--- src/rtl/core/dot_matrix_row_capture_macros.svh ---
// Assertion macros used by the dot-matrix row capture RTL (dmrc_core).
// Expects clk and rst_n to be visible in the including module.
`ifndef DOT_MATRIX_ROW_CAPTURE_MACROS_SVH
`define DOT_MATRIX_ROW_CAPTURE_MACROS_SVH

// Same-cycle implication, checked outside reset.
`define DMRC_ASSERT_IMPLIES(lbl, ante, cons) \
    lbl: assert property (@(posedge clk) disable iff (!rst_n) (ante) |-> (cons)) \
        else $error("dmrc: same-cycle check failed");

// Next-cycle implication, checked outside reset.
`define DMRC_ASSERT_NEXT(lbl, ante, cons) \
    lbl: assert property (@(posedge clk) disable iff (!rst_n) (ante) |=> (cons)) \
        else $error("dmrc: next-cycle check failed");

`endif

--- src/rtl/core/dmrc_pkg.sv ---
// Package for the dot-matrix row capture block: constants, opcodes and
// the structs passed between its stages. No dependencies.
`timescale 1ns / 1ps
`default_nettype none

package dmrc_pkg;

    localparam int BYTE_W     = 8;
    localparam int OP_W       = 2;
    localparam int ROW_W      = 5;
    localparam int PIX_W      = 64;
    localparam int COL_W      = 4;
    localparam int ROW_BYTES  = 9;
    localparam int ROW_LIMIT  = 21;

    // control byte bits
    localparam int CTRL_COL_CLR_BIT = 1;
    localparam int CTRL_BUSY_BIT    = 3;

    // row select field of the ninth byte
    localparam int ROW_SEL_LO = 2;
    localparam int ROW_SEL_HI = 6;

    typedef enum logic [OP_W-1:0] {
        OP_CTRL_WR = 2'd0,
        OP_MUX_WR  = 2'd1,
        OP_MB_RD   = 2'd2,
        OP_MB_WR   = 2'd3
    } op_t;

    typedef struct packed {
        logic              valid;
        op_t               op;
        logic [BYTE_W-1:0] data;
    } dmrc_item_t;

    typedef struct packed {
        logic [BYTE_W-1:0] read_byte;
        logic              mailbox_full;
        logic              irq_pulse;
        logic              ready_line;
        logic              row_valid;
        logic [ROW_W-1:0]  row_index;
        logic [PIX_W-1:0]  row_pixels;
        logic              last_pixel;
    } dmrc_result_t;

endpackage

`default_nettype wire

--- src/rtl/core/dmrc_core.sv ---
// Board state and access decode: control byte, column counter, busy flag,
// row buffer and mailbox. Depends on dmrc_pkg and the assertion macros.
`timescale 1ns / 1ps
`default_nettype none

`include "dot_matrix_row_capture_macros.svh"

module dmrc_core
    import dmrc_pkg::*;
(
    input  wire logic       clk,
    input  wire logic       rst_n,
    input  wire dmrc_item_t item,
    input  wire logic       advance,
    output dmrc_result_t    res
);

    logic [BYTE_W-1:0] ctrl_reg, ctrl_next;
    logic [COL_W-1:0]  col_reg, col_next;
    logic              busy_reg, busy_next;
    logic [BYTE_W-1:0] mb_byte_reg, mb_byte_next;
    logic              mb_valid_reg, mb_valid_next;

    logic [BYTE_W-1:0] row_buf [ROW_BYTES];
    logic              buf_we;
    logic [BYTE_W-1:0] buf_wdata;

    logic              fire;
    logic [BYTE_W-1:0] changed;
    logic [ROW_W-1:0]  row_sel;
    logic              row_in_range;
    logic [PIX_W-1:0]  pixels;

    assign fire    = item.valid && advance;
    assign changed = ctrl_reg ^ item.data;
    assign row_sel = ~item.data[ROW_SEL_HI:ROW_SEL_LO];
    assign row_in_range = {1'b0, row_sel} < (ROW_W+1)'(ROW_LIMIT);

    // bit 63 is entry 0 bit 7, bit 0 is entry 7 bit 0
    always_comb
    begin
        for (int i = 0; i < PIX_W / BYTE_W; i++)
        begin
            pixels[PIX_W-1-BYTE_W*i -: BYTE_W] = row_buf[i];
        end
    end

    always_comb
    begin
        ctrl_next     = ctrl_reg;
        col_next      = col_reg;
        busy_next     = busy_reg;
        mb_byte_next  = mb_byte_reg;
        mb_valid_next = mb_valid_reg;
        buf_we        = 1'b0;
        buf_wdata     = item.data;
        res           = '0;

        if (fire)
        begin
            unique case (item.op)
                OP_CTRL_WR:
                begin
                    ctrl_next = item.data;
                    if (changed[CTRL_COL_CLR_BIT] && !item.data[CTRL_COL_CLR_BIT])
                    begin
                        col_next = '0;
                    end
                    if (changed[CTRL_BUSY_BIT])
                    begin
                        busy_next = !item.data[CTRL_BUSY_BIT];
                    end
                end
                OP_MUX_WR:
                begin
                    if (col_reg < COL_W'(ROW_BYTES))
                    begin
                        buf_we   = 1'b1;
                        col_next = col_reg + COL_W'(1);
                    end
                    if (col_reg == COL_W'(ROW_BYTES - 1))
                    begin
                        // ninth byte keeps only its top bit
                        buf_wdata = {item.data[BYTE_W-1], {(BYTE_W-1){1'b0}}};
                        if (row_in_range)
                        begin
                            res.row_valid  = 1'b1;
                            res.row_index  = row_sel;
                            res.row_pixels = pixels;
                            res.last_pixel = item.data[BYTE_W-1];
                        end
                    end
                end
                OP_MB_RD:
                begin
                    if (mb_valid_reg)
                    begin
                        res.read_byte = mb_byte_reg;
                        mb_valid_next = 1'b0;
                    end
                end
                OP_MB_WR:
                begin
                    mb_byte_next  = item.data;
                    mb_valid_next = 1'b1;
                    res.irq_pulse = 1'b1;
                end
            endcase
        end

        res.mailbox_full = mb_valid_next;
        res.ready_line   = !busy_next;
    end

    always_ff @(posedge clk or negedge rst_n)
    begin
        if (!rst_n)
        begin
            ctrl_reg     <= '0;
            col_reg      <= '0;
            busy_reg     <= 1'b0;
            mb_byte_reg  <= '0;
            mb_valid_reg <= 1'b0;
        end
        else
        begin
            ctrl_reg     <= ctrl_next;
            col_reg      <= col_next;
            busy_reg     <= busy_next;
            mb_byte_reg  <= mb_byte_next;
            mb_valid_reg <= mb_valid_next;
        end
    end

    always_ff @(posedge clk)
    begin
        if (buf_we)
        begin
            row_buf[col_reg] <= buf_wdata;
        end
    end

    `DMRC_ASSERT_IMPLIES(a_col_range, 1'b1, col_reg <= COL_W'(ROW_BYTES))
    `DMRC_ASSERT_IMPLIES(a_row_from_ninth, res.row_valid,
        fire && item.op == OP_MUX_WR && col_reg == COL_W'(ROW_BYTES - 1))
    `DMRC_ASSERT_NEXT(a_mb_read_empties, fire && item.op == OP_MB_RD, !mb_valid_reg)
    `DMRC_ASSERT_NEXT(a_mb_write_fills, fire && item.op == OP_MB_WR,
        mb_valid_reg && mb_byte_reg == $past(item.data))

endmodule

`default_nettype wire

--- config.mk ---
export PLATFORM = sky130hd
export DESIGN_NAME = dmrc_core
export DESIGN_NICKNAME = d
export VERILOG_FILES = /design/src/rtl/core/dmrc_pkg.sv /design/src/rtl/core/dmrc_core.sv
export VERILOG_INCLUDE_DIRS = /design/src /design/src/rtl/core
export SDC_FILE = /design/constraint.sdc
export NUM_CORES = 1
export LEC_CHECK = 0
export BUFFER_PORTS_ARGS = -buffer_cell sky130_fd_sc_hd__buf_2
export CAP_MARGIN = 20
export CORE_MARGIN = 2
export CORE_UTILIZATION = 52
export DETAILED_ROUTE_END_ITERATION = 7
export HOLD_SLACK_MARGIN = 0.02
export PLACE_DENSITY = 0.8
export SETUP_SLACK_MARGIN = 0.2
export SYNTH_ARGS = -nofsm -noshare
export SYNTH_HDL_FRONTEND = slang
export SYNTH_SLANG_ARGS = --single-unit
export TNS_END_PERCENT = 30
--- constraint.sdc ---
create_clock -name clk -period 2.2 [get_ports clk]
set_input_delay 0.44 -clock clk [delete_from_list [all_inputs] [get_ports clk]]
set_output_delay 0.44 -clock clk [all_outputs]
set_load 0.05 [all_outputs]
# ---- Word-level counts from Yosys, hierarchy flattened
# Memory sizes are Yosys's and may differ from the RTL's.
# Cells that the tools add are included.
dict set report classes {
  mul 0
  n_reduce_logical 10
  bitwise_logic 2
  n_mux 25
  n_div 0
  n_lt_le_gt_ge 2
  eq_ne 6
  add_sub_neg 1
  n_shift 0
}
# operator n
set op_table {}
lappend op_table {{71-bit two-way mux} 4}
lappend op_table {{8-bit two-way mux} 3}
lappend op_table {{7-bit two-way mux} 3}
lappend op_table {{1-bit two-way mux} 11}
lappend op_table {{4-bit two-way mux} 2}
lappend op_table {{4-bit case mux with 2 select lines} 1}
lappend op_table {{5-bit < comparator, second input constant} 1}
lappend op_table {{5-bit NOT} 1}
lappend op_table {{4-bit by 1-bit adder with 4-bit output, second input constant} 1}
lappend op_table {{2-bit equality test, second input constant} 2}
lappend op_table {{4-bit equality test, second input constant} 1}
lappend op_table {{4-bit < comparator, second input constant} 1}
lappend op_table {{2-bit inequality test, second input constant} 2}
lappend op_table {{2-bit AND reduction} 2}
lappend op_table {{4-bit AND reduction} 1}
lappend op_table {{4-bit bitwise XOR} 1}
lappend op_table {{1-bit logical NOT} 3}
lappend op_table {{2-bit by 1-bit equality test with 1-bit output, second input constant} 1}
lappend op_table {{1-bit logical AND} 2}
lappend op_table {{2-bit logical NOT} 1}
lappend op_table {{1-bit case mux with 2 select lines} 1}
lappend op_table {{2-bit nonzero test} 1}
dict set report totals {
  memories 1
  output_inout_bits 82
  latch_bits 0
  elab_cells 52
  mem_bits_rw 72
  inputBits 14
  rom_bits 0
  register_bits 18
}
# name words word_bits rd rd_ports_with_merged_regs wr line
set mem_list {}
lappend mem_list {row_buf 9 8 8 0 1 dmrc_core.sv:24} ;# logic [BYTE_W-1:0] row_buf [ROW_BYTES];

# ---- Depth between registers and ports, before layout
# Gate-level depths: netlist of the first run.
dict set report logic_depth {
  depth_word 6
  ltp_mapped 7
  mapped_depth_nobuf 6
}

# ---- Least setup slack after synthesis of the first run
# No wires, ideal clock.
dict set report synth_path {
  path_type {flip-flop to output port}
  start {reg col_reg[0]}
  end {out res[65] in the netlist's numbering}
  arrival_ns 2.082
  t_required_ns 1.760
  path_slack_ns -0.322
  n_path_buf 1
  path_stages_with_launch 8
  path_cell_list {dfrtp_1 -> inv_1 -> ha_1 -> nand2_1 -> nor3_4 -> and2b_4 -> buf_6 -> nor2b_1}
}
# element line
set synth_rtl {}
lappend synth_rtl {{from (decl)} dmrc_core.sv:19} ;# logic [COL_W-1:0] col_reg, col_next;
lappend synth_rtl {{from (signal assigned)} dmrc_core.sv:128} ;# col_reg <= col_next;
lappend synth_rtl {{to (decl)} dmrc_core.sv:15} ;# output dmrc_result_t res

==> impl_metrics.xml, run 1 <==
<?xml version="1.0" encoding="UTF-8"?>
<metrics>
  <group name="outcome">
    <metric name="run_status" unit="">finished with violations</metric>
    <metric name="failed_checks" unit="">setup timing</metric>
  </group>
  <group name="global_routing">
    <metric name="globalRoute.totalOverflow" unit="">0</metric>
    <metric name="grt.total_usage" unit="">0.250</metric>
    <metric name="wire_length_of_the_first_global_routing_pass" unit="um">13400</metric>
    <metric name="first_global_vias" unit="">2542</metric>
    <metric name="antenna_found_initial" unit="">0</metric>
    <metric name="grt_max_degree" unit="">24</metric>
  </group>
  <group name="job">
    <metric name="maxCapViolations" unit="">0</metric>
  </group>
  <group name="timing">
    <metric name="maxSlewHeadroom" unit="">0.418</metric>
    <metric name="fmax" unit="MHz">400</metric>
    <metric name="post_layout_min_period" unit="ps">2500</metric>
    <metric name="worst_pin_slew" unit="ps">871</metric>
    <metric name="timing_max_transition_violations_final" unit="">0</metric>
    <metric name="unrepaired_setup_endpoints_after_global_routing" unit="">yes</metric>
    <metric name="fin_hold_ws" unit="ps">314</metric>
    <metric name="final_critical_path_setup_slack" unit="ps">-298</metric>
    <metric name="hold_violations" unit="">0</metric>
    <metric name="fin_skew" unit="ps">21.4</metric>
    <metric name="period_share" unit="">1.14</metric>
    <metric name="report.final.setup_viol" unit="">70</metric>
  </group>
  <group name="clock_network">
    <metric name="clock_path_buffers" unit="">2</metric>
    <metric name="tritoncts" unit="">built</metric>
    <metric name="clock_insertion_delay_worst_skew" unit="ps">360</metric>
    <metric name="clock_sink_count" unit="">80</metric>
    <metric name="cts_root_buf" unit="">sky130_fd_sc_hd__clkbuf_8</metric>
    <metric name="clk_pin_slew_worst_paths" unit="ps">80</metric>
    <metric name="tritoncts.num_buffers" unit="">9</metric>
    <metric name="ctsHtreeMaxLevel" unit="">3</metric>
  </group>
  <group name="route">
    <metric name="drc_violations_left" unit="">0</metric>
    <metric name="routed-via-count" unit="">2525</metric>
    <metric name="drt_iter0_drc" unit="">306</metric>
    <metric name="total_routed_wirelength" unit="um">9890</metric>
    <metric name="drt_pass1_iterations" unit="">4</metric>
    <metric name="vias_per_cell" unit="">5.41</metric>
    <metric name="wirelength_per_cell" unit="um">21.2</metric>
    <metric name="drt.antenna.violating_nets" unit="">0</metric>
  </group>
  <group name="cells_and_area">
    <metric name="largest_register_ff_count" unit="">64</metric>
    <metric name="n_antenna_cell" unit="">0</metric>
    <metric name="final_layout_size_suffix_gt1_frac" unit="">0.569</metric>
    <metric name="fillerInstances" unit="">279</metric>
    <metric name="fin_cells" unit="">467</metric>
    <metric name="area_growth" unit="%">53.9</metric>
    <metric name="design.final.nets" unit="">404</metric>
  </group>
  <group name="floorplanning">
    <metric name="die_x" unit="um">85.0</metric>
    <metric name="fp.dieH" unit="um">85.0</metric>
    <metric name="number_of_top_level_design_ports" unit="">96</metric>
    <metric name="core_area" unit="sq um">6350</metric>
    <metric name="initial_core_util" unit="">0.537</metric>
    <metric name="count_of_standard_cell_rows" unit="">29</metric>
    <metric name="dieArea" unit="sq um">7230</metric>
  </group>
  <group name="synthesis">
    <metric name="synthesis.nets" unit="">274</metric>
    <metric name="postSynthCellCount" unit="">255</metric>
    <metric name="synthDistinctLibCells" unit="">32</metric>
    <metric name="mappedNetlistArea" unit="sq um">3410</metric>
    <metric name="synth.area.top_cells" unit="">sky130_fd_sc_hd__edfxtp_1 56%, sky130_fd_sc_hd__and2_1 15%, sky130_fd_sc_hd__dfrtp_1 12%</metric>
    <metric name="yosysTopAreaCellShare" unit="">0.563</metric>
    <metric name="synth-seq-area-share" unit="">0.681</metric>
    <metric name="post_synth_most_frequent_cells" unit="">81 x sky130_fd_sc_hd__and2_1, 64 x sky130_fd_sc_hd__edfxtp_1, 30 x sky130_fd_sc_hd__nand2_1, 16 x sky130_fd_sc_hd__dfrtp_1, 11 x sky130_fd_sc_hd__nor2b_1</metric>
    <metric name="yosysWarnings" unit="">0</metric>
    <metric name="synth_top_area_cell" unit="">sky130_fd_sc_hd__edfxtp_1</metric>
    <metric name="synth_async_sr_flop_share" unit="">0.200</metric>
    <metric name="synth_most_common_cell" unit="">sky130_fd_sc_hd__and2_1</metric>
    <metric name="synth.avg_cell_area" unit="sq um">13.4</metric>
    <metric name="synth_flop_cell" unit="">sky130_fd_sc_hd__edfxtp_1</metric>
    <metric name="synthesis_stage_register_bit_count" unit="">80</metric>
    <metric name="synth_enable_flop_cells" unit="">64</metric>
  </group>
  <group name="place">
    <metric name="dp.final_hpwl" unit="um">4990</metric>
    <metric name="gp_routability_congestion" unit="">0.847</metric>
    <metric name="io_buffers" unit="">95</metric>
    <metric name="place_worst_setup_slack" unit="ps">17.2</metric>
    <metric name="place_inst" unit="">434</metric>
  </group>
  <group name="min_path">
    <metric name="hold_class" unit="">in2reg</metric>
    <metric name="worst_hold_path.endpoint" unit="">mb_byte_reg[0]$_DFFE_PN0P_</metric>
    <metric name="worstHoldStart" unit="">item[0]</metric>
    <metric name="min_delay_path_depth" unit="">3</metric>
  </group>
  <group name="critical_path">
    <metric name="rrSetupSlack" unit="ps">260</metric>
    <metric name="worstPathRequired" unit="ps">1760</metric>
    <metric name="endpoint_kind" unit="">output port</metric>
    <metric name="r2r-start" unit="">col_reg[1]$_DFFE_PN0P_</metric>
    <metric name="critical_path.reg2reg.endpoint" unit="">row_buf[5][2]$_DFFE_PP_</metric>
    <metric name="logic_depth_of_the_worst_register_to_register_path" unit="">7</metric>
    <metric name="path_max_fanout" unit="">6</metric>
    <metric name="critical_path.most_common_cell" unit="">sky130_fd_sc_hd__buf_6</metric>
    <metric name="cp_num_buf_inv" unit="">5</metric>
    <metric name="critPathMaxStageDelay" unit="ps">390</metric>
    <metric name="path_delay_family" unit="">buffers and inverters</metric>
    <metric name="cp.arrival" unit="ps">2060</metric>
    <metric name="criticalPathCategory" unit="">reg2out</metric>
    <metric name="crit_slowest_cell" unit="">sky130_fd_sc_hd__dfrtp_1</metric>
    <metric name="timing.critical_path.from_type" unit="">flip-flop</metric>
    <metric name="critical_path.cell_chain" unit="">inv_2 -&gt; ha_4 -&gt; nand2_4 -&gt; nor3_4 -&gt; and2b_4 -&gt; buf_6 -&gt; buf_6 -&gt; clkbuf_16 -&gt; and2_4 -&gt; buf_8</metric>
  </group>
  <group name="power">
    <metric name="static-leakage-power" unit="nW">2.24</metric>
    <metric name="power_density" unit="nW/um^2">645</metric>
    <metric name="report.power.total" unit="W">0.00338</metric>
    <metric name="peakVddDrop" unit="mV">0.435</metric>
  </group>
</metrics>
[worst min-delay path, delay by kind of cell]
family                 cells  cell delay (ps)
AND/OR/NAND/NOR            2               90
buffers and inverters      1               90
[kinds of logic (layout without fill, tap and decap cells)]
logic type      after synthesis  count (layout)  synth area share
flops                        80              80             0.681
simple gates                141             141             0.243
fa+ha+maj                     5               5            0.0183
buf+inv                      13             148            0.0253
mux                           2               2           0.00660
compound gates               14              14            0.0264
[cell usage in the layout, fill, tap and decap left out, types with 3 or more instances in the layout]
master,netlist,routed
sky130_fd_sc_hd__clkbuf_8,0,9
sky130_fd_sc_hd__nor2b_1,11,7
sky130_fd_sc_hd__and2_1,81,16
sky130_fd_sc_hd__buf_2,0,23
sky130_fd_sc_hd__clkbuf_1,1,3
sky130_fd_sc_hd__and2_2,0,35
sky130_fd_sc_hd__buf_8,0,38
sky130_fd_sc_hd__buf_6,2,36
sky130_fd_sc_hd__ha_1,5,4
sky130_fd_sc_hd__nand4_1,3,3
sky130_fd_sc_hd__dfrtp_1,16,16
sky130_fd_sc_hd__nor2b_4,0,4
sky130_fd_sc_hd__nand2_1,30,29
sky130_fd_sc_hd__nand3_1,4,4
sky130_fd_sc_hd__a21oi_1,4,4
sky130_fd_sc_hd__buf_4,6,23
sky130_fd_sc_hd__buf_12,0,3
sky130_fd_sc_hd__and2_4,0,30
sky130_fd_sc_hd__edfxtp_1,64,64
[per-stage QoR]
stage	util	area [sq um]	TNS (ps)
after CTS	0.795	5050	-10090
after global placement	0.659	4180	0
after detailed placement	0.659	4180	0
final	0.827	5250	-14880
after floorplan	-	3550	0
after global routing	0.827	5250	-20600
[worst max-delay path by stage]
stage                           start  endpoint  slack (ps)  cells past startpoint
3_3_place_gp                  item[3]   res[30]          30                      7
3_5_place_dp                  item[3]   res[30]          20                      7
5_1_grt        col_reg[1]$_DFFE_PN0P_   res[52]        -370                     10
6_report       col_reg[0]$_DFFE_PN0P_   res[39]        -300                     10
2_1_floorplan  col_reg[0]$_DFFE_PN0P_   res[65]          90                      7
4_1_cts        col_reg[0]$_DFFE_PN0P_   res[57]        -200                      9
[metal layers]
metal,up-vias,part of all wire,routed length (um),track usage
li1,1126,-,-,-
met1,1236,0.40,3910,0.311
met2,138,0.51,5020,0.418
met3,25,0.064,636,0.0409
met4,0,0.033,323,0.137
met5,-,0,0,0
[where the power goes]
part / switching, W / internal, W / total (W)
Sequential: 0.0000508 / 0.00172 / 0.00177
Clock: 0.000525 / 0.000523 / 0.00105
Combinational: 0.000314 / 0.000248 / 0.000561
Total: 0.000890 / 0.00249 / 0.00338
[layout make-up]
type                       count  area (sq um)  area share
sequential                    80          2320       0.442
timing repair buffer         128          1440       0.274
multi-input combinational    162          1190       0.228
clock buffer                  12           135      0.0257
tap                           77          96.3      0.0184
clock inverter                 4          47.5     0.00906
inverter                       4          15.0     0.00286
[what timing repair did]
action | in CTS | in global routing
endpoints found under the setup margin | 72 | 88
pin swaps | 3 | 12
resized for setup | 173 | 44
hold buffers | 1 | 0
buffers inserted | 9 | 3
endpoints found under the hold margin | 16 | 0
cloned | 2 | 2
Power figures use the tool's default switching activity.
==> inputs of run 2 (changes only) <==
- ABC_AREA: default -> 1
- CORE_UTILIZATION: 52 -> 54
==> run 2 against run 1 <==
Net effect:
- the run still ends with setup timing left
- area after synthesis up 22%
- cell area grew 12%
- first-iteration DRC count decreased by 30%
- sequential cell count unchanged
- synthesized cell count up 38%
- clock-buffer cell count is 3 lower
- routed wire length rose by 8.5%
==> impl_metrics.xml, run 2 <==
<?xml version="1.0" encoding="UTF-8"?>
<metrics>
  <group name="timing">
    <metric name="period_share" unit="">1.09</metric>
    <metric name="hold_violations" unit="">0</metric>
    <metric name="final_critical_path_setup_slack" unit="ps">-190</metric>
    <metric name="fin_skew" unit="ps">16.2</metric>
    <metric name="report.final.setup_viol" unit="">71</metric>
    <metric name="fin_hold_ws" unit="ps">317</metric>
    <metric name="fmax" unit="MHz">418</metric>
    <metric name="post_layout_min_period" unit="ps">2390</metric>
    <metric name="unrepaired_setup_endpoints_after_global_routing" unit="">yes</metric>
    <metric name="timing_max_transition_violations_final" unit="">0</metric>
    <metric name="maxSlewHeadroom" unit="">0.390</metric>
    <metric name="worst_pin_slew" unit="ps">912</metric>
  </group>
  <group name="clock_network">
    <metric name="clock_path_buffers" unit="">2</metric>
    <metric name="tritoncts" unit="">built</metric>
    <metric name="cts_root_buf" unit="">sky130_fd_sc_hd__clkbuf_8</metric>
    <metric name="clock_sink_count" unit="">80</metric>
    <metric name="clk_pin_slew_worst_paths" unit="ps">80</metric>
    <metric name="ctsHtreeMaxLevel" unit="">3</metric>
    <metric name="tritoncts.num_buffers" unit="">9</metric>
    <metric name="clock_insertion_delay_worst_skew" unit="ps">360</metric>
  </group>
  <group name="global_routing">
    <metric name="grt.total_usage" unit="">0.239</metric>
    <metric name="antenna_found_initial" unit="">0</metric>
    <metric name="first_global_vias" unit="">3014</metric>
    <metric name="grt_max_degree" unit="">19</metric>
    <metric name="wire_length_of_the_first_global_routing_pass" unit="um">15200</metric>
    <metric name="globalRoute.totalOverflow" unit="">0</metric>
  </group>
  <group name="synthesis">
    <metric name="synthDistinctLibCells" unit="">24</metric>
    <metric name="yosysWarnings" unit="">0</metric>
    <metric name="synth_most_common_cell" unit="">sky130_fd_sc_hd__inv_1</metric>
    <metric name="synthesis.nets" unit="">370</metric>
    <metric name="synthesis_stage_register_bit_count" unit="">80</metric>
    <metric name="synth.avg_cell_area" unit="sq um">11.8</metric>
    <metric name="mappedNetlistArea" unit="sq um">4160</metric>
    <metric name="synth_async_sr_flop_share" unit="">0.200</metric>
    <metric name="post_synth_most_frequent_cells" unit="">92 x sky130_fd_sc_hd__inv_1, 69 x sky130_fd_sc_hd__nor2_4, 64 x sky130_fd_sc_hd__edfxtp_1, 40 x sky130_fd_sc_hd__nand2_1</metric>
    <metric name="synth.area.top_cells" unit="">sky130_fd_sc_hd__edfxtp_1 46%, sky130_fd_sc_hd__nor2_4 19%, sky130_fd_sc_hd__dfrtp_1 9.6%</metric>
    <metric name="postSynthCellCount" unit="">351</metric>
    <metric name="synth_enable_flop_cells" unit="">64</metric>
    <metric name="synth_top_area_cell" unit="">sky130_fd_sc_hd__edfxtp_1</metric>
    <metric name="synth_flop_cell" unit="">sky130_fd_sc_hd__edfxtp_1</metric>
    <metric name="yosysTopAreaCellShare" unit="">0.462</metric>
    <metric name="synth-seq-area-share" unit="">0.559</metric>
  </group>
  <group name="critical_path">
    <metric name="criticalPathCategory" unit="">reg2out</metric>
    <metric name="path_delay_family" unit="">buffers and inverters</metric>
    <metric name="cp.arrival" unit="ps">1950</metric>
    <metric name="critPathMaxStageDelay" unit="ps">420</metric>
    <metric name="logic_depth_of_the_worst_register_to_register_path" unit="">9</metric>
    <metric name="endpoint_kind" unit="">output port</metric>
    <metric name="timing.critical_path.from_type" unit="">flip-flop</metric>
    <metric name="critical_path.cell_chain" unit="">inv_2 -&gt; ha_4 -&gt; nand3_4 -&gt; nor2_8 -&gt; nand2_8 -&gt; bufbuf_16 -&gt; nor2_4 -&gt; buf_6</metric>
    <metric name="rrSetupSlack" unit="ps">210</metric>
    <metric name="r2r-start" unit="">col_reg[0]$_DFFE_PN0P_</metric>
    <metric name="path_max_fanout" unit="">9</metric>
    <metric name="cp_num_buf_inv" unit="">3</metric>
    <metric name="crit_slowest_cell" unit="">sky130_fd_sc_hd__dfrtp_1</metric>
    <metric name="worstPathRequired" unit="ps">1760</metric>
    <metric name="critical_path.reg2reg.endpoint" unit="">row_buf[4][6]$_DFFE_PP_</metric>
  </group>
  <group name="min_path">
    <metric name="worstHoldStart" unit="">item[1]</metric>
    <metric name="min_delay_path_depth" unit="">3</metric>
    <metric name="hold_class" unit="">in2reg</metric>
    <metric name="worst_hold_path.endpoint" unit="">mb_byte_reg[1]$_DFFE_PN0P_</metric>
  </group>
  <group name="power">
    <metric name="net-switching-power" unit="W">0.000868</metric>
    <metric name="power_density" unit="nW/um^2">571</metric>
    <metric name="relative_contribution_of_combinational_cells_to_total_power" unit="">0.114</metric>
    <metric name="static-leakage-power" unit="nW">2.59</metric>
    <metric name="cell_internal_pwr" unit="W">0.00248</metric>
    <metric name="p_sw_frac" unit="">0.259</metric>
    <metric name="clock_power_share" unit="">0.370</metric>
    <metric name="peakVddDrop" unit="mV">0.342</metric>
    <metric name="seqPwrFrac" unit="">0.517</metric>
  </group>
  <group name="place">
    <metric name="dp.final_hpwl" unit="um">5900</metric>
    <metric name="place_worst_setup_slack" unit="ps">85.3</metric>
    <metric name="io_buffers" unit="">95</metric>
    <metric name="gp_routability_congestion" unit="">0.786</metric>
    <metric name="place_inst" unit="">555</metric>
  </group>
  <group name="cells_and_area">
    <metric name="n_antenna_cell" unit="">0</metric>
    <metric name="final_layout_size_suffix_gt1_frac" unit="">0.474</metric>
    <metric name="design.final.nets" unit="">503</metric>
    <metric name="mostFrequentLayoutCell" unit="">sky130_fd_sc_hd__inv_1</metric>
    <metric name="largest_register_ff_count" unit="">64</metric>
    <metric name="layout.cells.most_common_list" unit="">89 x sky130_fd_sc_hd__inv_1, 70 x sky130_fd_sc_hd__nor2_4, 64 x sky130_fd_sc_hd__edfxtp_1</metric>
    <metric name="fin_cells" unit="">588</metric>
    <metric name="area_growth" unit="%">41.1</metric>
  </group>
  <group name="floorplanning">
    <metric name="core_area" unit="sq um">7370</metric>
    <metric name="dieArea" unit="sq um">8420</metric>
    <metric name="number_of_top_level_design_ports" unit="">96</metric>
    <metric name="die_x" unit="um">91.7</metric>
    <metric name="initial_core_util" unit="">0.564</metric>
    <metric name="count_of_standard_cell_rows" unit="">31</metric>
    <metric name="fp.dieH" unit="um">91.7</metric>
  </group>
  <group name="outcome">
    <metric name="failed_checks" unit="">setup timing</metric>
    <metric name="run_status" unit="">finished with violations</metric>
  </group>
  <group name="route">
    <metric name="routed-via-count" unit="">2919</metric>
    <metric name="total_routed_wirelength" unit="um">10700</metric>
    <metric name="drc_violations_left" unit="">0</metric>
    <metric name="drt_iter0_drc" unit="">214</metric>
    <metric name="vias_per_cell" unit="">4.96</metric>
    <metric name="wirelength_per_cell" unit="um">18.2</metric>
    <metric name="drt_pass1_iterations" unit="">4</metric>
    <metric name="drt.antenna.violating_nets" unit="">0</metric>
  </group>
  <group name="job">
    <metric name="maxCapViolations" unit="">0</metric>
  </group>
</metrics>
-- run 2: cell count changes after synthesis, sizes merged, moves of 11 or more --
cell / change
nand2: +11
nor3: +14
nor2b: -11
nor2: +80
inv: +91
and2: -81
-- run 2: cells by family after synthesis --
| family | after synthesis | synth area share |
|---|---|---|
| AOI/OAI and AO/OA | 13 | 0.0172 |
| xor gates and xnor gates | 1 | 0.00211 |
| adders and majority gates | 5 | 0.0151 |
| buffers and inverters | 103 | 0.123 |
| DFF | 80 | 0.559 |
| and+or+nand+nor | 149 | 0.284 |
-- run 2: tightest hold or removal path: cells and delay by family --
kind                   cells  cell delay (ps)
AO/OA/AOI/OAI              1               50
buffers and inverters      1               90
AND/OR/NAND/NOR            1               40
-- run 2: power groups by stage --
stage	clock network [W]	registers [W]	logic (W)
detailed placement	0	0.00176	0.000322
global route	0.00131	0.00174	0.000413
floorplan	0	0.00176	0.000204
finish	0.00124	0.00173	0.000381
CTS	0.00122	0.00173	0.000351
global placement	0	0.00176	0.000304
-- run 2: final cells by class --
cell class	instances	area, sq um
Clock buffer	9	124
Timing Repair Buffer	131	1470
Inverter	94	357
Multi-Input combinational cell	168	1360
Sequential cell	80	2320
Fill cell	363	1510
Tap cell	99	124
Clock inverter	7	101
-- run 2: how the worst max path moves through the flow --
stage,slack (ps),cells past startpoint,endpoint,from
6_report,-190,8,res[52],col_reg[1]$_DFFE_PN0P_
4_1_cts,-110,9,res[10],col_reg[0]$_DFFE_PN0P_
3_3_place_gp,140,8,res[27],item[9]
2_1_floorplan,-120,4,res[74],item[10]
3_5_place_dp,90,8,res[24],item[9]
5_1_grt,-240,9,res[38],col_reg[1]$_DFFE_PN0P_
-- run 2: routing by layer --
| layer | track usage | wire (um) | vias up |
|---|---|---|---|
| met2 | 0.436 | 5760 | 138 |
| met3 | 0.0435 | 510 | 24 |
| met4 | 0.0995 | 343 | 0 |
| li1 | - | - | 1333 |
| met5 | 0 | 0 | - |
| met1 | 0.276 | 4120 | 1424 |
-- run 2: timing repair --
item / 4_1_cts / 5_1_grt
hold buffers: 1 / 0
setup buffers: 7 / 2
resized for setup: 153 / 16
pin swaps: 2 / 6
endpoints found under the hold margin: 16 / 0
cloned: 3 / 4
endpoints found under the setup margin: 71 / 83
-- run 2: metrics by stage --
step                TNS, ps  instance area (sq um)  utilization  power (W)
global route         -13090                   5860        0.796    0.00346
floorplan              -966                   4180            -    0.00196
global placement          0                   4800        0.651    0.00206
CTS                   -4890                   5690        0.772    0.00330
finish                -8820                   5860        0.796    0.00335
detailed placement        0                   4800        0.651    0.00208
